==> src/rtl/lppd_pkg.sv <==
// shared types and constants for the length-prefixed packet deframer
// no dependencies; used by length_prefixed_packet_deframer
package lppd_pkg;

    // deframer phase
    typedef enum logic [2:0] {
        PH_HDR_HI  = 3'd0,
        PH_HDR_LO  = 3'd1,
        PH_SIZE    = 3'd2,
        PH_PAYLOAD = 3'd3,
        PH_ERROR   = 3'd4
    } phase_t;

    // result kind codes
    typedef enum logic [1:0] {
        KIND_START = 2'd0,
        KIND_DATA  = 2'd1,
        KIND_ERROR = 2'd2
    } kind_t;

    localparam int ID_W   = 14;
    localparam int SIZE_W = 24;
    localparam int BYTE_W = 8;
    localparam int TDATA_W = 48;

    // one result word
    typedef struct packed {
        kind_t               kind;
        logic [ID_W-1:0]     packet_id;
        logic [SIZE_W-1:0]   payload_size;
        logic [BYTE_W-1:0]   payload_byte;
        logic                last_of_packet;
    } result_t;

endpackage

==> src/rtl/length_prefixed_packet_deframer.sv <==
// length-prefixed packet deframer, registered output; 1 byte per cycle while
// s_tready is high; high header and non-final size bytes only update state registers
// an output register plus one skid register keep s_tready free of m_tready
// aresetn (synchronous, active low) returns to waiting for a header, clears
// the sticky error state and drops both result registers
// depends on lppd_pkg
module length_prefixed_packet_deframer (
    input  logic        aclk,
    input  logic        aresetn,
    input  logic        s_tvalid,
    output logic        s_tready,
    input  logic [7:0]  s_tdata,   // [7:0] data_byte
    output logic        m_tvalid,
    input  logic        m_tready,
    output logic [47:0] m_tdata,   // [13:0] packet_id, [37:14] payload_size,
                                   // [45:38] payload_byte, [47:46] zero
    output logic [1:0]  m_tuser,   // [1:0] kind
    output logic        m_tlast    // last_of_packet
);

    lppd_pkg::phase_t                    phase_reg, phase_next;
    logic [7:0]                          header_high_reg, header_high_next;
    logic [lppd_pkg::ID_W-1:0]           current_id_reg, current_id_next;
    logic [1:0]                          size_left_reg, size_left_next;
    logic [lppd_pkg::SIZE_W-1:0]         size_accum_reg, size_accum_next;
    logic [lppd_pkg::SIZE_W-1:0]         payload_left_reg, payload_left_next;

    lppd_pkg::result_t                   res;
    logic                                res_valid;
    logic                                accept;

    lppd_pkg::result_t                   out_reg, skid_reg;
    logic                                out_valid_reg, skid_valid_reg;

    logic [lppd_pkg::ID_W-1:0]           id_in;
    logic [lppd_pkg::SIZE_W-1:0]         accum_in;
    logic [1:0]                          left_dec;
    logic [lppd_pkg::SIZE_W-1:0]         payload_dec;

    assign s_tready = !skid_valid_reg;
    assign accept   = s_tvalid && s_tready;

    assign id_in       = {header_high_reg, s_tdata[7:2]};
    assign accum_in    = {size_accum_reg[lppd_pkg::SIZE_W-9:0], s_tdata};
    assign left_dec    = size_left_reg - 2'd1;
    assign payload_dec = payload_left_reg - lppd_pkg::SIZE_W'(1);

    // next state and result for the accepted byte
    always_comb begin
        phase_next        = phase_reg;
        header_high_next  = header_high_reg;
        current_id_next   = current_id_reg;
        size_left_next    = size_left_reg;
        size_accum_next   = size_accum_reg;
        payload_left_next = payload_left_reg;
        res_valid         = 1'b0;
        res               = '0;
        res.kind          = lppd_pkg::KIND_START;
        if (accept) begin
            unique case (phase_reg)
                lppd_pkg::PH_HDR_LO: begin
                    current_id_next = id_in;
                    if (id_in == '0) begin
                        res_valid  = 1'b1;
                        res.kind   = lppd_pkg::KIND_ERROR;
                        phase_next = lppd_pkg::PH_ERROR;
                    end else begin
                        size_left_next  = s_tdata[1:0];
                        size_accum_next = '0;
                        if (s_tdata[1:0] == 2'd0) begin
                            // no size bytes: zero-length packet
                            res_valid          = 1'b1;
                            res.packet_id      = id_in;
                            res.last_of_packet = 1'b1;
                            phase_next         = lppd_pkg::PH_HDR_HI;
                        end else begin
                            phase_next = lppd_pkg::PH_SIZE;
                        end
                    end
                end
                lppd_pkg::PH_SIZE: begin
                    size_accum_next = accum_in;
                    size_left_next  = left_dec;
                    if (left_dec == 2'd0) begin
                        res_valid     = 1'b1;
                        res.packet_id = current_id_reg;
                        if (accum_in == '0) begin
                            res.last_of_packet = 1'b1;
                            phase_next         = lppd_pkg::PH_HDR_HI;
                        end else begin
                            res.payload_size  = accum_in;
                            payload_left_next = accum_in;
                            phase_next        = lppd_pkg::PH_PAYLOAD;
                        end
                    end
                end
                lppd_pkg::PH_PAYLOAD: begin
                    payload_left_next = payload_dec;
                    res_valid         = 1'b1;
                    res.kind          = lppd_pkg::KIND_DATA;
                    res.packet_id     = current_id_reg;
                    res.payload_size  = size_accum_reg;
                    res.payload_byte  = s_tdata;
                    if (payload_dec == '0) begin
                        res.last_of_packet = 1'b1;
                        phase_next         = lppd_pkg::PH_HDR_HI;
                    end
                end
                lppd_pkg::PH_ERROR: begin
                    // sticky until reset
                    phase_next = lppd_pkg::PH_ERROR;
                end
                default: begin
                    header_high_next = s_tdata;
                    phase_next       = lppd_pkg::PH_HDR_LO;
                end
            endcase
        end
    end

    // deframer state registers
    always_ff @(posedge aclk) begin
        if (!aresetn) begin
            phase_reg        <= lppd_pkg::PH_HDR_HI;
            header_high_reg  <= '0;
            current_id_reg   <= '0;
            size_left_reg    <= '0;
            size_accum_reg   <= '0;
            payload_left_reg <= '0;
        end else begin
            phase_reg        <= phase_next;
            header_high_reg  <= header_high_next;
            current_id_reg   <= current_id_next;
            size_left_reg    <= size_left_next;
            size_accum_reg   <= size_accum_next;
            payload_left_reg <= payload_left_next;
        end
    end

    // output register with skid stage
    always_ff @(posedge aclk) begin
        if (!aresetn) begin
            out_valid_reg  <= 1'b0;
            skid_valid_reg <= 1'b0;
        end else if (!out_valid_reg || m_tready) begin
            if (skid_valid_reg) begin
                out_reg        <= skid_reg;
                out_valid_reg  <= 1'b1;
                skid_valid_reg <= 1'b0;
            end else begin
                out_reg       <= res;
                out_valid_reg <= res_valid;
            end
        end else if (res_valid) begin
            skid_reg       <= res;
            skid_valid_reg <= 1'b1;
        end
    end

    assign m_tvalid = out_valid_reg;
    assign m_tdata  = {2'b00, out_reg.payload_byte, out_reg.payload_size, out_reg.packet_id};
    assign m_tuser  = out_reg.kind;
    assign m_tlast  = out_reg.last_of_packet;

endmodule
==> config.mk <==
export PLATFORM = sky130hd
export DESIGN_NAME = length_prefixed_packet_deframer
export DESIGN_NICKNAME = d
export VERILOG_FILES = /design/src/rtl/lppd_pkg.sv /design/src/rtl/length_prefixed_packet_deframer.sv
export SDC_FILE = /design/constraint.sdc
export NUM_CORES = 1
export LEC_CHECK = 0
export BUFFER_PORTS_ARGS = -buffer_cell sky130_fd_sc_hd__buf_2
export CAP_MARGIN = 20
export CORE_UTILIZATION = 60
export DETAILED_ROUTE_END_ITERATION = 6
export GPL_TIMING_DRIVEN = 0
export HOLD_SLACK_MARGIN = 0.02
export PLACE_DENSITY_LB_ADDON = 0.25
export SLEW_MARGIN = 20
export SYNTH_ARGS = -nofsm -noshare
export SYNTH_HDL_FRONTEND = slang
export SYNTH_SLANG_ARGS = --single-unit
==> constraint.sdc <==
create_clock -name aclk -period 4.6 [get_ports aclk]
set_input_delay 0.23 -clock aclk [delete_from_list [all_inputs] [get_ports aclk]]
set_output_delay 0.23 -clock aclk [all_outputs]
set_load 0.01 [all_outputs]
==> flow_summary.yaml, run 1 <==
cells_and_area:
  drive_gt1_frac: 0.141
  fin_nets: 866
  register_area_mm2: 0.00448
  multi_input_area_mm2: 0.00311
  largest_register_ffs: 49
  final_common_cell: "nor2_1"
  final_cells: 1035
  final_core_util: 0.713
  design_area_mm2: 0.00907
  diodes: 0
  fillCellCount: 940
  area_growth_pct: 14.6
  final_cell_mix: "nor2_1, edfxtp_1, dfxtp_1"
yosys:
  synth_edf_count: 98
  synth_area_per_cell_um2: 10.2
  ys_ff_latch: 175
  synth_area_mm2: 0.00792
  async_flop_share: 0
  synthCells: 775
  seq_area_frac_synth: 0.566
  yosys_warnings: 0
  synth-main-ff-cell: "edfxtp_1"
  yosysUniqueCellTypes: 68
timing:
  maxSlewViolCount: 0
  tns_ns: 0
  holdWs_ns: 0.123
  rsz0062_at_grt: "false"
  clock.fmax_mhz: 319
  finalHoldViolations: 0
  fin_ws_ns: 1.47
  worst_pin_slew_ns: 0.753
  finalCriticalPeriod_ns: 3.13
  skew_ns: 0.00835
  layout_worst_path_cycle_share: 0.681
  slew_headroom: 0.494
  setup_viol: 0
floorplanning:
  initial_utilization: 0.622
  std_cell_rows: 41
  fp.dieArea_mm2: 0.0137
  dieWidth_um: 117
  die_h_um: 117
  core_mm2: 0.0127
  io_pins: 65
setup_path:
  worstPathRequired_ns: 4.73
  worstPathArrival_ns: 3.26
  worstPathMaxFanout: 29
  critPathKind: "flop to flop"
  cp-start-kind: "flop"
  crit_path_end_kind: "flop"
drt:
  vias: 6463
  wl_um: 19900
  drt-pass1-iter-count: 6
  ant_nets: 0
  via_per_inst: 6.24
  drt_iter0_drc: 722
  drcViolationCount: 0
  wire_per_inst_um: 19.2
place:
  dpl.hpwl_um: 13700
  dpl_cell_area_mm2: 0.00845
  gp_congestion: 0.964
  port_buffers: 54
  place_ws_ns: 1.60
  placed_cells: 1004
clocking:
  cts_resized: 0
  cts_hold_buf: 0
  root_buffer: "clkbuf_16"
  cts_setup_buffers: 0
  tritoncts: "done"
  cts_buffers: 17
  clock-sinks: 175
  cts_buffer_depth: 2
  cts.clk_slew.worst_paths_ns: 0.07
  h-tree-depth: 4
  clk_latency_ns: 0.43
power:
  p_leak_nw: 3.68
  power.density_mw_per_mm2: 396
  p_total_mw: 3.59
  ir_worst_vdd_uv: 339
min_path:
  hp-class: "input pin to flop"
flow_run:
  cap_violations: 0
grt:
  grt_use_total: 0.312
  grt_pass1_vias: 6068
  grt_antenna_before_repair: 0
  grt_max_degree: 36
  grt-ovfl-total: 0
  grt_first_pass_wirelength_um: 32000
run_status:
  outcome: "finished, final reports clean"
==> cell families (layout without fill, tap and decap cells) <==
family	after synthesis	in the layout	share of synthesized area
simple gates	272	272	0.166
compound gates	239	239	0.208
flops	175	175	0.566
buf+inv	75	162	0.0422
mux	9	9	0.0115
fa+ha+maj	3	3	0.00474
other cells	1	2	0.000474
xor+xnor	1	1	0.00111
==> path summary, 6_finish.rpt <==
path / startpoint / endpoint / slack, ns / cells past startpoint
max: phase_reg[1] / skid_reg[27] / 1.47 / 8
min: m_tready / m_tvalid / 0.12 / 3
max reg2reg: phase_reg[1] / skid_reg[27] / 1.47 / 8
min reg2reg: current_id_reg[3] / current_id_reg[3] / 0.46 / 2
==> synth_stat cells, types with 4 or more instances <==
master	count	area share
a31oi_1	6	0.0047
nor2_1	109	0.052
buf_2	11	0.0070
buf_6	4	0.0057
a21o_1	49	0.046
mux2i_1	8	0.010
nor3_1	12	0.0076
inv_1	8	0.0038
o21ai_0	31	0.020
clkbuf_1	48	0.023
a22oi_1	73	0.069
or3_1	6	0.0047
a22o_1	6	0.0066
o21ai_1	4	0.0025
dfxtp_1	77	0.19
edfxtp_1	98	0.37
and2_1	15	0.012
nand3_1	9	0.0057
nor4_1	11	0.0087
nand2_1	74	0.035
a21oi_1	39	0.025
nand3b_1	4	0.0038
o41ai_1	4	0.0044
==> critical path, cell delays in order, from the launching register on <==
cell      delay, ns
dfxtp_1        0.34
buf_2          0.19
nor2b_1        0.26
nand2_1        0.15
clkbuf_1       0.28
clkbuf_1       0.34
a31oi_1        0.32
nor2b_4        0.64
buf_12         0.28
==> where the power goes <==
group	total [mW]	leakage, nW	internal [mW]	switching, mW
Sequential	1.71	1.69	1.68	0.0289
Combinational	0.376	1.70	0.119	0.258
Clock	1.51	0.285	0.904	0.603
Total	3.59	3.68	2.70	0.890
==> layout make-up <==
class / count / share of cell area
Tap cell: 172 / 0.0237
Clock inverter: 14 / 0.0210
Timing Repair Buffer: 56 / 0.0342
Sequential cell: 175 / 0.494
Multi-Input combinational cell: 526 / 0.343
Clock buffer: 17 / 0.0469
Buffer: 66 / 0.0331
Inverter: 9 / 0.00372
==> metal layers <==
metal,global-route usage,wire (um),vias to the layer above
met3,0.0680,1810,46
li1,-,-,3005
met1,0.425,8390,3087
met4,0.125,467,0
met2,0.489,9230,325
met5,0,0,-
(Power assumes the default switching activity.)
==> run 2: changes to the inputs <==
Clock period 4.6 ns to 3.2 ns, I/O delays scaled along.
==> flow_summary.yaml, run 2 (synthesis results as in run 1) <==
timing:
  rsz0062_at_grt: "false"
  slew_headroom: 0.466
  fin_ws_ns: 0.130
  layout_worst_path_cycle_share: 0.959
  clock.fmax_mhz: 326
  holdWs_ns: 0.0658
  finalHoldViolations: 0
  worst_pin_slew_ns: 0.795
  maxSlewViolCount: 0
  skew_ns: 0.00815
  setup_viol: 0
  finalCriticalPeriod_ns: 3.07
grt:
  grt_pass1_vias: 5990
  grt-busiest-layer: "met2"
  grt_use_met1: 0.415
  grt_use_total: 0.304
  use_met3: 0.0757
  grt_first_pass_wirelength_um: 31200
  grt_max_degree: 36
  grt-ovfl-total: 0
  grtUsageMet2: 0.478
  grt_antenna_before_repair: 0
drt:
  wire_per_inst_um: 19.0
  drcViolationCount: 0
  wl_um: 19700
  drt_iter0_drc: 676
  ant_nets: 0
  via_per_inst: 6.26
  drt-pass1-iter-count: 6
  vias: 6502
setup_path:
  crit_path_end_kind: "flop"
  critPathKind: "flop to flop"
  cp-start-kind: "flop"
  worstPathRequired_ns: 3.50
  worstPathMaxFanout: 9
  worstPathArrival_ns: 3.37
cells_and_area:
  area_growth_pct: 14.2
  final_common_cell: "nor2_1"
  fin_nets: 869
  diodes: 0
  drive_gt1_frac: 0.144
  design_area_mm2: 0.00904
  final_cell_mix: "nor2_1, edfxtp_1, dfxtp_1"
  largest_register_ffs: 49
floorplanning:
  core_mm2: 0.0127
  io_pins: 65
  die_h_um: 117
  initial_utilization: 0.622
  dieWidth_um: 117
  std_cell_rows: 41
  fp.dieArea_mm2: 0.0137
place:
  gp_congestion: 0.901
  port_buffers: 54
  place_ws_ns: 0.152
  dpl_cell_area_mm2: 0.00846
  dpl.hpwl_um: 13600
clocking:
  cts_buffers: 17
  clock-sinks: 175
  cts.clk_slew.worst_paths_ns: 0.06
  cts_buffer_depth: 2
  tritoncts: "done"
  cts_hold_buf: 0
  h-tree-depth: 4
  root_buffer: "clkbuf_16"
  clk_latency_ns: 0.43
power:
  power.density_mw_per_mm2: 543
  p_leak_nw: 3.67
  ir_worst_vdd_uv: 408
flow_run:
  cap_violations: 0
min_path:
  hp-class: "input pin to flop"
run_status:
  outcome: "finished, final reports clean"
==> run 2: through the flow <==
stage	power [mW]	util	TNS (ns)	cells
final	4.91	0.710	0	1039
after global routing	5.06	0.710	0	1039
after CTS	4.91	0.708	0	1036
after detailed placement	3.03	0.665	0	1004
after global placement	3.01	0.661	-35.66	1002
after floorplan	2.87	-	0	776
==> run 2: layer usage <==
metal	up-vias	routed length (um)
met4	0	355
met1	3117	8690
met2	331	9080
li1	3018	-
met5	-	0
met3	36	1620
==> run 2: path summary, 6_finish.rpt <==
| kind | start | to | slack (ns) | cells after the start |
|---|---|---|---|---|
| worst max-delay path | payload_left_reg[0] | m_tlast | 0.13 | 8 |
| worst min-delay path | m_tready | m_tvalid | 0.07 | 3 |
| worst max register to register | payload_left_reg[0] | m_tlast | 0.13 | 8 |
| worst min register to register | current_id_reg[0] | current_id_reg[0] | 0.46 | 2 |
==> run 2: power by group <==
part | internal (mW) | total (mW) | leakage [nW] | switching, mW
registers | 2.42 | 2.46 | 1.69 | 0.0399
logic | 0.171 | 0.543 | 1.72 | 0.372
clock network | 1.06 | 1.91 | 0.264 | 0.845
total | 3.65 | 4.91 | 3.67 | 1.26
==> run 2: layout make-up <==
type	count	area [um2]
plain buffers	66	300
clock buffers	17	425
clock inverters	15	121
fillers	976	3680
inverters	9	33.8
multi-input cells	527	3120
flip-flops and latches	175	4480
well taps	172	215
repair buffers	58	333
==> run 2: timing repair <==
action / CTS / global route
buffers inserted: 0 / 2
resized for setup: 0 / 1
endpoints found under the setup margin: 0 / 25
hold endpoints to repair: 0 / 0
==> run 2: worst max-delay path: stages, from the launching register on <==
cell	delay (ns)
dfxtp_1	0.40
inv_1	0.12
ha_1	0.24
nor3b_2	0.46
nand4_1	0.47
o21ai_1	0.26
o2111ai_1	0.14
nor4_2	0.62
a21bo_1	0.22
